## config.mk

```make
export PLATFORM = sky130hd
export DESIGN_NAME = gmcc_div_cell
export DESIGN_NICKNAME = d
export VERILOG_FILES = /design/src/hdl/gmcc_pkg.sv /design/src/hdl/gmcc_div_cell.sv
export SDC_FILE = /design/constraint.sdc
export NUM_CORES = 1
export LEC_CHECK = 0
export BUFFER_PORTS_ARGS = -buffer_cell sky130_fd_sc_hd__buf_2
export CORE_MARGIN = 5
export CORE_UTILIZATION = 29
export CTS_BUF_LIST = sky130_fd_sc_hd__clkbuf_4
export DETAILED_ROUTE_END_ITERATION = 6
export GPL_ROUTABILITY_DRIVEN = 0
export PLACE_DENSITY = 0.6
export SETUP_SLACK_MARGIN = 0.02
export SLEW_MARGIN = 10
export SYNTH_ARGS = -nofsm -noshare
export SYNTH_HDL_FRONTEND = slang
export SYNTH_SLANG_ARGS = --single-unit
```

## constraint.sdc

```tcl
create_clock -name clock -period 15.7 [get_ports clock]
set_clock_uncertainty 0.2 [all_clocks]
set_input_delay 0.785 -clock clock [delete_from_list [all_inputs] [get_ports clock]]
set_output_delay 0.785 -clock clock [all_outputs]
set_load 0.02 [all_outputs]
```

## src/hdl/gmcc_pkg.sv

```systemverilog
// Shared types, codes and helpers of the grid map coordinate converter.
package gmcc_pkg;

   localparam int CELL_BITS_DEF = 16;
   localparam int NUM_W = 36;
   localparam int REM_W = 31;
   localparam int TRIG_SHIFT = 14;

   typedef enum logic [2:0] {
      CMD_W2C_CLAMP   = 3'd0,
      CMD_W2C_RAW     = 3'd1,
      CMD_C2W         = 3'd2,
      CMD_WORLD_TEST  = 3'd3,
      CMD_CELL_TEST   = 3'd4
   } command_type;

   typedef enum logic [2:0] {
      REG_ORIGIN_X   = 3'd0,
      REG_ORIGIN_Y   = 3'd1,
      REG_SIN_ANGLE  = 3'd2,
      REG_COS_ANGLE  = 3'd3,
      REG_RESOLUTION = 3'd4,
      REG_MAP_WIDTH  = 3'd5,
      REG_MAP_HEIGHT = 3'd6
   } reg_index_type;

   typedef struct packed {
      logic signed [31:0] origin_x;
      logic signed [31:0] origin_y;
      logic signed [15:0] sin_angle;
      logic signed [15:0] cos_angle;
      logic [30:0]        resolution;
      logic [15:0]        map_width;
      logic [15:0]        map_height;
   } cfg_type;

   typedef struct packed {
      logic [REM_W-1:0] rem;
      logic [NUM_W-1:0] num;
   } lane_type;

   typedef struct packed {
      logic               valid;
      logic [2:0]         cmd;
      logic               sign_x;
      logic               sign_y;
      logic               inside_cell;
      logic signed [31:0] owx;
      logic signed [31:0] owy;
      lane_type           lane_x;
      lane_type           lane_y;
   } stage_type;

   function automatic logic signed [31:0] sat32(input logic signed [51:0] v);
      logic signed [31:0] r;
      if (v > 52'sh0_0000_7FFF_FFFF) begin
         r = 32'sh7FFF_FFFF;
      end else if (v < -52'sh0_0000_8000_0000) begin
         r = -32'sh8000_0000;
      end else begin
         r = 32'(v);
      end
      return r;
   endfunction

endpackage

```

## src/hdl/gmcc_div_cell.sv

```systemverilog
// One restoring division cell: one quotient bit per lane, request carried along.
module gmcc_div_cell (
   input  logic                clock,
   input  logic                reset,
   input  logic [30:0]         resolution,
   input  gmcc_pkg::stage_type stage_in,
   output gmcc_pkg::stage_type stage_out
);
   import gmcc_pkg::*;

   stage_type out_ff, out_in;

   function automatic lane_type step(input lane_type l, input logic [30:0] d);
      logic [REM_W:0] trial;
      logic           ge;
      lane_type       r;
      trial = {l.rem, l.num[NUM_W-1]};
      ge = trial >= {1'b0, d};
      r.rem = ge ? REM_W'(trial - {1'b0, d}) : trial[REM_W-1:0];
      r.num = {l.num[NUM_W-2:0], ge};
      return r;
   endfunction

   always_comb begin
      out_in = stage_in;
      out_in.lane_x = step(stage_in.lane_x, resolution);
      out_in.lane_y = step(stage_in.lane_y, resolution);
   end

   always_ff @(posedge clock) begin
      if (reset) begin
         out_ff.valid <= 1'b0;
      end else begin
         out_ff <= out_in;
      end
   end

   assign stage_out = out_ff;

endmodule

```

# After elaboration in Yosys (flattened, before gate mapping)
# Cells that the tools add are included.
[word_totals]
elab_cells = 17
output_inout_bits = 205
register_bits = 205
inputBits = 238
[classes]
order_cmp = 2
addsub = 2
mux = 2
[ops]
columns = ["operator", "n"]
rows = [
  ["32-bit by 31-bit >= comparator with 1-bit output", 2],
  ["31-bit two-way mux", 2],
  ["31-bit subtractor", 2],
]

# Logic depth before layout (Yosys ltp)
[depth]
ltp_word = 2
depth_mapped = 14
ltp_nobuf = 13

# Worst setup path before layout
# Ideal clock, no wire load.
[synth_timing]
kind = "in2reg"
from = "input port reset"
to = "register out_ff (netlist bit stage_out[0]) (enable)"
t_required_ns = 14.945
setup_ns = 0.555
n_path_buf = 0
slack_ns = 10.229
t_arrival_ns = 4.716
path_stages = 1
cell_sequence = "inv_1"
[synth_lines]
columns = ["item", "line_no", "rtl"]
rows = [
  ["start, declared", "gmcc_div_cell.sv:4", "input logic reset,"],
  ["end signal, assigned", "gmcc_div_cell.sv:34", "out_ff <= out_in;"],
  ["end, declared", "gmcc_div_cell.sv:11", "stage_type out_ff, out_in;"],
]
# No word-level cell between the ends.

==> flow_metrics.tcl <==
set metrics [dict create \
    run_status "complete, no violations" \
    mostFrequentLayoutCell "buf_2" \
    ios 443 \
    syn_nets 1131 \
    hold_viol_final 0 \
    nets 1757 \
    route.met2.wl_mm 20.2 \
    synth.distinct_cells 66 \
    grt_pass1_wl_mm 56.7 \
    cp_max_fo 33 \
    holdWs_ns 0.146 \
    clkSinkCount 205 \
    drcViolationCount 0 \
    cp-start-kind "primary input" \
    crit_end "stage_out[63]$_DFFE_PN_" \
    cts-root-buf "clkbuf_4" \
    portBuffers 442 \
    first_iter_violations 429 \
    grt_start_max_net_pins 118 \
    design.core.area_um2 34600 \
    crit_cells 13 \
    power_uw 1580 \
    area_growth_pct 47.2 \
    fmax_mhz 274 \
    postLayoutCoreUtil_pct 43.4 \
    grt_setup_unrepaired "no" \
    ant_nets 0 \
    period_minus_slack_ns 3.65 \
    dieArea_um2 39100 \
    drive_gt1_share_pct 37.0 \
    worst-path-buf-inv 3 \
    crit_top_cell "o21ai_1" \
    tritoncts "built" \
    cts-resized-gates 0 \
    crit_family "compound AO/OA/AOI/OAI gates" \
    avgViaCountPerCell 4.76 \
    fillers 3261 \
    syn_area_per_cell_um2 12.3 \
    maxCapViolCount 0 \
    route.met3.wl_mm 2.99 \
    min_path_type "primary input to register" \
    p_leak_uw 0.00668 \
    grt-ovfl-total 0 \
    highest-signal-layer "met5" \
    power_density_nw_per_um2 105 \
    ys.flop_type "edfxtp_1" \
    ys_warn_count 0 \
    wire_per_inst_um 20.4 \
    seq_area_um2 6150 \
    drv_slew 0 \
    ys_ff_latch 205 \
    cp.required_ns 15.95 \
    largest_register_ffs 205 \
    ys_seq_area_share_pct 60.2 \
    cts_made_buffers 59 \
    vdd_ir_drop_max_mv 0.0663 \
    cts.path.max_buffers 3 \
    crit_start "resolution[0]" \
    final_cell_mix "buf_2 (442), edfxtp_1 (204), dlygate4sd3_1 (140)" \
    tightest_slew_ns 1.13 \
    track_usage_pct 19.0 \
    die_w_um 198 \
    final_area_um2 15000 \
    cp_cell_sequence "buf_2 -> ha_1 -> fa_1 -> nand2b_1 -> a211oi_1 -> o21ai_1 -> a21bo_1 -> o41a_1 -> o21ai_1 -> a21oi_2 -> buf_4 -> inv_2 -> a31oi_1" \
    place.detailed.hpwl_mm 29.7 \
    antenna_found_initial 8 \
    synthArstFlopShare_pct 0 \
    synthCells 829 \
    cts_htree_levels 2 \
    cpMaxStageDelayCell "inv_2" \
    post-cts-setup-buffers 0 \
    critPathCaptureType "register" \
    synth_edf_count 204 \
    relSlewSlack_pct 24.7 \
    vias 9289 \
    worstPathArrival_ns 3.90 \
    firstDrtPassIters 5 \
    placed_area_um2 12900 \
    wirelength_mm 39.7 \
    setup_violations 0 \
    start_util_pct 29.5 \
    grt_pass1_vias 9469 \
    clkTransAtPathRegs_ns 0.07 \
    criticalPathCategory "primary input to register" \
    wl_met1_mm 15.2 \
    fin_setup_tns_ns 0 \
    period_share_pct 23.2 \
    die_h_um 198 \
    synth_area_um2 10200 \
    rows 68 \
    slowest_delay_ns 0.46 \
    multi_input_area_um2 3770 \
]
-- repair_timing --
action / in CTS / in global routing
endpoints found under the setup margin: 0 / 0
hold endpoints to repair: 140 / 0
hold buffers: 140 / 0
-- layer usage --
layer,track usage (%),vias up
met5,0,-
met4,7.40,4
met3,5.70,81
met2,34.0,414
met1,21.3,4403
li1,-,4387
-- cell families after synthesis --
kind of cell	Yosys count	synth area share, %
xor+xnor	52	4.46
compound gates	246	15.5
mux	5	0.551
flops	205	60.2
simple gates	187	8.44
fa+ha+maj	64	7.99
buf+inv	70	2.88
-- worst min-delay path by stage --
stage               cells after the start                         to     startpoint
global route                            2   stage_out[114]$_DFFE_PN_  stage_in[113]
CTS                                     2   stage_out[114]$_DFFE_PN_  stage_in[113]
finish                                  3    stage_out[41]$_DFFE_PN_   stage_in[40]
floorplan                               1  stage_out[204]$_SDFF_PP0_          reset
detailed placement                      1   stage_out[171]$_DFFE_PN_  stage_in[171]
global placement                        1   stage_out[149]$_DFFE_PN_  stage_in[149]
-- per-stage QoR --
| step | setup slack (ns) | std cells |
|---|---|---|
| after floorplan | 10.23 | 829 |
| after global placement | 11.33 | 1709 |
| after detailed placement | 11.27 | 1709 |
| after CTS | 12.11 | 1944 |
| after global routing | 12.00 | 1950 |
| final | 12.05 | 1951 |
-- where the power goes --
part           leakage (uW)  switching (uW)  total, uW  internal [uW]
clock              0.000413             238        489            252
sequential          0.00201            15.6        688            672
combinational       0.00426             248        405            157
total               0.00668             502       1580           1080
-- area by class of cell --
type | count | share of cell area, %
clock inverter | 14 | 0.591
timing repair buffer | 584 | 24.1
sequential | 205 | 40.9
clock buffer | 81 | 4.05
inverter | 51 | 1.34
antenna | 7 | 0.117
tap | 455 | 3.79
multi-input combinational | 554 | 25.1
-- cell usage after synthesis (all sizes together) (2+ instances only) --
cell	n	share of area [%]
o211ai	4	0.29
o311a	2	0.20
and2	6	0.37
a221oi	3	0.32
and3	5	0.31
a21o	30	2.2
edfxtp	204	60
a21oi	100	5.3
o22ai	3	0.18
a31oi	6	0.37
a311oi	4	0.34
ha	62	7.6
a211oi	6	0.44
nand2b	9	0.55
nor2	65	2.4
inv	51	1.9
a211o	3	0.26
xor2	23	2.0
o21bai	7	0.51
xnor2	29	2.5
o21a	3	0.22
a41o	2	0.20
o31ai	3	0.27
o2111ai	2	0.17
o211a	2	0.27
a21boi	2	0.15
mux2	5	0.55
nand4	11	0.67
buf	8	0.58
nor2b	13	0.80
nand3	13	0.64
o21ai	51	2.5
nand2	52	1.9
fa	2	0.39
o2111a	2	0.22
clkbuf	11	0.40
or2	2	0.12
nor3	6	0.29
Note: power is estimated with default switching activity, not from simulation.
