===== src/hdl/gmcc_pkg.sv =====
// Shared types, codes and helpers of the grid map coordinate converter.
package gmcc_pkg;

   localparam int CELL_BITS_DEF = 16;
   localparam int NUM_W = 36;
   localparam int REM_W = 31;
   localparam int TRIG_SHIFT = 14;

   typedef enum logic [2:0] {
      CMD_W2C_CLAMP   = 3'd0,
      CMD_W2C_RAW     = 3'd1,
      CMD_C2W         = 3'd2,
      CMD_WORLD_TEST  = 3'd3,
      CMD_CELL_TEST   = 3'd4
   } command_type;

   typedef enum logic [2:0] {
      REG_ORIGIN_X   = 3'd0,
      REG_ORIGIN_Y   = 3'd1,
      REG_SIN_ANGLE  = 3'd2,
      REG_COS_ANGLE  = 3'd3,
      REG_RESOLUTION = 3'd4,
      REG_MAP_WIDTH  = 3'd5,
      REG_MAP_HEIGHT = 3'd6
   } reg_index_type;

   typedef struct packed {
      logic signed [31:0] origin_x;
      logic signed [31:0] origin_y;
      logic signed [15:0] sin_angle;
      logic signed [15:0] cos_angle;
      logic [30:0]        resolution;
      logic [15:0]        map_width;
      logic [15:0]        map_height;
   } cfg_type;

   typedef struct packed {
      logic [REM_W-1:0] rem;
      logic [NUM_W-1:0] num;
   } lane_type;

   typedef struct packed {
      logic               valid;
      logic [2:0]         cmd;
      logic               sign_x;
      logic               sign_y;
      logic               inside_cell;
      logic signed [31:0] owx;
      logic signed [31:0] owy;
      lane_type           lane_x;
      lane_type           lane_y;
   } stage_type;

   function automatic logic signed [31:0] sat32(input logic signed [51:0] v);
      logic signed [31:0] r;
      if (v > 52'sh0_0000_7FFF_FFFF) begin
         r = 32'sh7FFF_FFFF;
      end else if (v < -52'sh0_0000_8000_0000) begin
         r = -32'sh8000_0000;
      end else begin
         r = 32'(v);
      end
      return r;
   endfunction

endpackage


===== src/hdl/gmcc_back.sv =====
// Back end: quotient sign, row flip, clamping, inside tests and result register.
module gmcc_back (
   input  logic                clock,
   input  logic                reset,
   input  gmcc_pkg::cfg_type   cfg,
   input  gmcc_pkg::stage_type tail,
   output logic                rsp_valid,
   output logic signed [39:0]  rsp_out_cell_x,
   output logic signed [39:0]  rsp_out_cell_y,
   output logic signed [31:0]  rsp_out_world_x,
   output logic signed [31:0]  rsp_out_world_y,
   output logic                rsp_inside_map
);
   import gmcc_pkg::*;

   logic signed [39:0] qx, qy, cx, cy, kx, ky, w40, h40;
   logic               valid_ff;
   logic signed [39:0] ocx_ff, ocx_in, ocy_ff, ocy_in;
   logic signed [31:0] owx_ff, owx_in, owy_ff, owy_in;
   logic               ins_ff, ins_in;

   always_comb begin
      w40 = $signed(40'(cfg.map_width));
      h40 = $signed(40'(cfg.map_height));
      qx = $signed(40'(tail.lane_x.num));
      qy = $signed(40'(tail.lane_y.num));
      cx = tail.sign_x ? -qx : qx;
      cy = (tail.sign_y ? -qy : qy) + h40 - 40'sd1;
      kx = (cx < 40'sd0) ? 40'sd0 : cx;
      ky = (cy < 40'sd0) ? 40'sd0 : cy;
      if (kx >= w40) kx = w40 - 40'sd1;
      if (ky >= h40) ky = h40 - 40'sd1;
      ocx_in = '0;
      ocy_in = '0;
      owx_in = '0;
      owy_in = '0;
      ins_in = 1'b0;
      case (tail.cmd)
         CMD_W2C_CLAMP: begin
            ocx_in = kx;
            ocy_in = ky;
         end
         CMD_W2C_RAW: begin
            ocx_in = cx;
            ocy_in = cy;
         end
         CMD_C2W: begin
            owx_in = tail.owx;
            owy_in = tail.owy;
         end
         CMD_WORLD_TEST: begin
            ins_in = (cx >= 40'sd0) && (cy >= 40'sd0) && (cx < w40) && (cy < h40);
         end
         CMD_CELL_TEST: begin
            ins_in = tail.inside_cell;
         end
         default: begin
            ins_in = 1'b0;
         end
      endcase
   end

   always_ff @(posedge clock) begin
      if (reset) begin
         valid_ff <= 1'b0;
      end else begin
         valid_ff <= tail.valid;
      end
      ocx_ff <= ocx_in;
      ocy_ff <= ocy_in;
      owx_ff <= owx_in;
      owy_ff <= owy_in;
      ins_ff <= ins_in;
   end

   assign rsp_valid       = valid_ff;
   assign rsp_out_cell_x  = ocx_ff;
   assign rsp_out_cell_y  = ocy_ff;
   assign rsp_out_world_x = owx_ff;
   assign rsp_out_world_y = owy_ff;
   assign rsp_inside_map  = ins_ff;

endmodule


===== config.mk =====
export PLATFORM = sky130hd
export DESIGN_NAME = gmcc_back
export DESIGN_NICKNAME = d
export VERILOG_FILES = /design/src/hdl/gmcc_pkg.sv /design/src/hdl/gmcc_back.sv
export SDC_FILE = /design/constraint.sdc
export NUM_CORES = 1
export LEC_CHECK = 0
export BUFFER_PORTS_ARGS = -buffer_cell sky130_fd_sc_hd__buf_2
export CAP_MARGIN = 20
export CORE_AREA = 2 2 200 202
export DETAILED_ROUTE_END_ITERATION = 8
export DIE_AREA = 0 0 202 204
export SLEW_MARGIN = 20
export SYNTH_ARGS = -nofsm -noshare
export SYNTH_HDL_FRONTEND = slang
export SYNTH_SLANG_ARGS = --single-unit

===== constraint.sdc =====
create_clock -name clock -period 8.2 [get_ports clock]
set_input_delay 0.41 -clock clock [delete_from_list [all_inputs] [get_ports clock]]
set_output_delay 0.41 -clock clock [all_outputs]
set_load 0.01 [all_outputs]

# Word level (Yosys, flattened, before mapping)
# Cells that the tools add are included.
# totals
reg_bits	146
latch_bits	0
ram_bits	0
mem_bits_ro	0
output_inout_bits	146
wordCells	37
mem_count	0
# classes
n_addsub	6
n_mul	0
n_div	0
magnitude_cmp	8
n_eq_ne	4
shift	0
muxes	9
bitwise	0
n_reduce_logical	4
# ops
op	n
2-to-1 mux 40 bit	6
case mux 40 bit (2 select lines)	2
greater-or-equal comparator 40 x 1 -> 1 bit (second input constant)	2
greater-or-equal comparator 40 x 17 -> 1 bit	2
less-than comparator 40 x 1 -> 1 bit (second input constant)	2
less-than comparator 40 x 17 -> 1 bit	2
negator 36 -> 40 bit	2
adder 40 x 17 -> 40 bit	1
subtractor 40 x 2 -> 40 bit (second input constant)	1
subtractor 16 x 1 -> 17 bit (second input constant)	2
equality test 3 x 2 -> 1 bit (second input constant)	2
equality test 3 x 1 -> 1 bit (second input constant)	1
equality test 3 bit (second input constant)	1
logical AND 1 bit	3
zero test 3 bit	1
case mux 1 bit (2 select lines)	1

# Logic depth before layout (Yosys ltp)
# logic_depth
word_depth	9
ltp_mapped	35

# Worst setup path after synthesis
# Ideal clock, no wire load.
# synth_path
kind	input port to flip-flop
startpoint	input port tail[199] in the netlist's numbering
endpoint	register ocy_ff[11] (netlist: rsp_out_cell_y[11])
setup_time_ns	0.116
t_arrival_ns	7.422
required_ns	8.084
setup_slack_ns	0.662
cell_stages	33
n_path_buf	7
cell_sequence	buf_1 > clkbuf_1 > clkbuf_1 > clkbuf_1 > mux2i_1 > ha_1 > inv_1 > ha_1 > fa_1 > a21o_1 > a221oi_1 > o21ba_2 > a21oi_1 > o21ai_0 > a2111o_1 > nand2_1 > a211oi_1 > and2_1 > clkbuf_1 > clkbuf_1 > nor2_1 > ha_1 > a21oi_1 > o22ai_1 > a2111oi_0 > o21ai_0 > nand2_1 > a221o_1 > a2bb2oi_1 > o211a_1 > clkbuf_1 > nand2_1 > a41o_1
# synth_via
elab_chain_cells	8
# synth_lines
item	line_no	source
start, declared	gmcc_back.sv:6	input gmcc_pkg::stage_type tail,
2-to-1 mux 40 bit (*)	gmcc_back.sv:28	cy = (tail.sign_y ? -qy : qy) + h40 - 40'sd1;
adder 40 x 17 -> 40 bit (*)	gmcc_back.sv:28	
subtractor 40 x 2 -> 40 bit (*)	gmcc_back.sv:28	
less-than comparator 40 x 1 -> 1 bit	gmcc_back.sv:30	ky = (cy < 40'sd0) ? 40'sd0 : cy;
2-to-1 mux 40 bit	gmcc_back.sv:30	
greater-or-equal comparator 40 x 17 -> 1 bit	gmcc_back.sv:32	if (ky >= h40) ky = h40 - 40'sd1;
2-to-1 mux 40 bit	gmcc_back.sv:32	
case mux 40 bit (2 select lines) (*)	gmcc_back.sv:38	case (tail.cmd)
via ocy_in[11]	gmcc_back.sv:18	logic signed [39:0] ocx_ff, ocx_in, ocy_ff, ocy_in;
end signal, assigned	gmcc_back.sv:70	ocy_ff <= ocy_in;
end, declared	gmcc_back.sv:18	
# The timed path passes the listed nets; every way through them passes the cells marked *.
# A chain may end at the register's enable or synchronous reset.

# Final worst setup path
# layout_path
startpoint	input port tail[5] in the netlist's numbering
endpoint	register ocy_ff[13] (netlist: rsp_out_cell_y[13])
# layout_via
elab_chain_cells	9
# layout_lines
item	line_no
negator 36 -> 40 bit	gmcc_back.sv:28
2-to-1 mux 40 bit (*)	gmcc_back.sv:28
adder 40 x 17 -> 40 bit (*)	gmcc_back.sv:28
subtractor 40 x 2 -> 40 bit (*)	gmcc_back.sv:28
less-than comparator 40 x 1 -> 1 bit	gmcc_back.sv:30
2-to-1 mux 40 bit	gmcc_back.sv:30
greater-or-equal comparator 40 x 17 -> 1 bit	gmcc_back.sv:32
2-to-1 mux 40 bit	gmcc_back.sv:32
case mux 40 bit (2 select lines) (*)	gmcc_back.sv:38
via ocy_in[13]	gmcc_back.sv:18
# Marked as above.

==> flow_summary.toml <==
[layout]
fin_cells = 2372
drive_gt1_frac = 0.234
final_nets = 2308
area_growth_pct = 23.7

[yosys]
ys_seq_area_frac = 0.242
synth_area_leaders = "dfxtp_1 (24%), ha_1 (12%), xor2_1 (4.6%)"
synth_async_sr_flop_share = 0
synth_edf_count = 0
synth_nets = 2006
syn_avg_cell_area_um2 = 7.92
synth_area_um2 = 12100
synth_most_common_cell = "dfxtp_1"
synth_top_area_frac = 0.242
synth_area_leader_cell = "dfxtp_1"
synth_common_cells = "dfxtp_1 (146), inv_1 (127), ha_1 (114)"
synth_flop_cell = "dfxtp_1"
synth.ff_latch_count = 146
yosysUniqueCellTypes = 103
synthCells = 1525
yosys_warnings = 0

[die]
dieArea_um2 = 41200
core_area_um2 = 39200
die_h_um = 204
rows = 73
die_w_um = 202
io_pins = 512
initial_core_util = 0.308

[timing]
rsz0062_at_grt = "no"
hold_viol_final = 0
fin_crit_sh = 0.897
worst_pin_slew_ns = 0.849
final.min_clock_period_ns = 7.35
fin_tns_setup_ns = 0
drv_slew = 0
slew_headroom = 0.433
maxClockFrequency_mhz = 136
setup_violations = 0

[worst_setup_path]
cp-start-kind = "primary input"
cp-end-kind = "flip-flop"
cp_slowest_cell = "a2111oi_0"
cp.arrival_ns = 7.68
cp_max_fo = 14
slowest_delay_ns = 0.53
criticalPathCategory = "primary input to flip-flop"
critPathRequiredTime_ns = 8.53

[detailed_routing]
drc = 0
num_vias = 12294
wire_per_inst_um = 17.5
ant_nets = 0
drt-pass1-iter-count = 5
drt_iter0_markers = 738
routed_wl_um = 41600
via_per_inst = 5.18

[cts]
cts.clk_slew.worst_paths_ns = 0.07
cts_sinks = 146
numCtsBuffers = 17
clockBufferDepth = 2
cts_root_buffer = "clkbuf_16"
cts_tree = "done"
h-tree-depth = 4

[global_routing]
grt_use_met3 = 0.0316
antenna_found_initial = 9
grt_max_degree = 65
met1_usage = 0.231
grt.total_usage = 0.196
grt_pass1_vias = 11713
met2_usage = 0.351
overflow = 0
top_usage_layer = "met2"
grt_pass1_wl_um = 64000

[place]
io_buffers = 322
dp.cells = 2333
dpl.hpwl_um = 34500
place.gp.congestion = 0.929

[power_and_ir_drop]
vdd_drop_max_mv = 0.0890
finalPower_mw = 2.71
p_per_area_nw_per_um2 = 182
leakagePower_nw = 7.19

[run]
max_cap_viol_count = 0

[min_path]
min_path_type = "primary input to flip-flop"

[run_status]
status = "finished, final reports clean"
-- worst paths after layout --
check / start / endpoint / slack [ns] / cells past startpoint
setup / recovery: tail[5] / rsp_out_cell_y[13] / 0.85 / 33
hold / removal: reset / rsp_valid / 0.14 / 2
-- metal layers --
layer / up-vias / share of wire
li1: 6109 / -
met1: 5673 / 0.41
met2: 448 / 0.50
met3: 64 / 0.062
met4: 0 / 0.032
met5: - / 0
-- registers in the layout, indices dropped and copies added (netlist names) --
signal	flops
rsp_inside_map	1
rsp_out_cell_y	40
rsp_out_world_x	32
rsp_out_cell_x	40
rsp_valid	1
rsp_out_world_y	32
-- logic make-up (layout without fill, tap and decap cells) --
| kind of cell | after synthesis | in the layout | share of synthesized area |
|---|---|---|---|
| flops | 146 | 146 | 0.242 |
| buf+inv | 192 | 507 | 0.0626 |
| fa+ha+maj | 120 | 120 | 0.124 |
| simple gates | 550 | 550 | 0.252 |
| compound gates | 384 | 384 | 0.220 |
| other cells | 0 | 7 | 0 |
| xor+xnor | 119 | 119 | 0.0876 |
| mux | 14 | 14 | 0.0122 |
-- worst max-delay path: cells and delay by family --
kind            cells  cell delay (ns)
compound gates     14             3.56
xor+xnor            1             0.16
fa+ha+maj           3             0.92
buf+inv             5             0.78
simple gates       10             1.85
-- per-stage QoR --
step / setup WS [ns] / utilization / hold slack [ns] / cell area [um2]
after detailed placement: 0.247 / 0.364 / 0.575 / 14300
after floorplan: 0.662 / - / 0.482 / 12100
after CTS: 0.722 / 0.381 / 0.116 / 14900
after global placement: 0.307 / 0.364 / 0.572 / 14300
after global routing: 0.154 / 0.381 / 0.143 / 14900
final: 0.847 / 0.381 / 0.141 / 14900
-- repair_timing --
action,CTS,global route
gates resized for setup,0,1
hold buffers,0,0
setup endpoints to repair,0,3
buffers inserted,0,0
-- cell type report --
| type | count | area [um2] |
|---|---|---|
| Fill cell | 4015 | 24200 |
| Multi-Input combinational cell | 1187 | 8410 |
| Sequential cell | 146 | 2920 |
| Timing Repair Buffer | 346 | 1790 |
| Tap cell | 525 | 657 |
| Inverter | 129 | 484 |
| Clock buffer | 20 | 457 |
| Clock inverter | 12 | 194 |
| Antenna cell | 7 | 17.5 |
-- placed cells by master, fill, tap and decap left out, drive strengths merged, types with 7 or more instances in the layout --
cell type / synthesis / routed
nor3: 41 / 41
nor4b: 7 / 7
clkbuf: 48 / 20
a31o: 8 / 8
nor4: 18 / 18
a211o: 11 / 11
nand4: 22 / 22
or4: 14 / 14
diode: 0 / 7
ha: 114 / 114
o2111ai: 7 / 7
or2: 7 / 7
a211oi: 8 / 8
and3: 8 / 8
o21ai: 99 / 99
o22ai: 28 / 28
and2: 68 / 68
a31oi: 13 / 13
or3: 26 / 26
buf: 15 / 346
a41o: 7 / 7
xor2: 66 / 66
o21a: 7 / 7
nand3: 57 / 57
o41ai: 13 / 13
a21o: 33 / 33
o211ai: 10 / 10
nor2: 111 / 111
inv: 128 / 133
o31ai: 21 / 21
nor2b: 22 / 22
nand2b: 24 / 24
mux2i: 8 / 8
a21oi: 59 / 59
dfxtp: 146 / 146
xnor2: 53 / 53
nand2: 98 / 98
-- report_power, final --
part / switching (mW) / total, mW / internal, mW
logic: 0.671 / 1.10 / 0.432
clock network: 0.324 / 0.857 / 0.533
registers: 0.00897 / 0.754 / 0.745
Power figures use the tool's default switching activity.
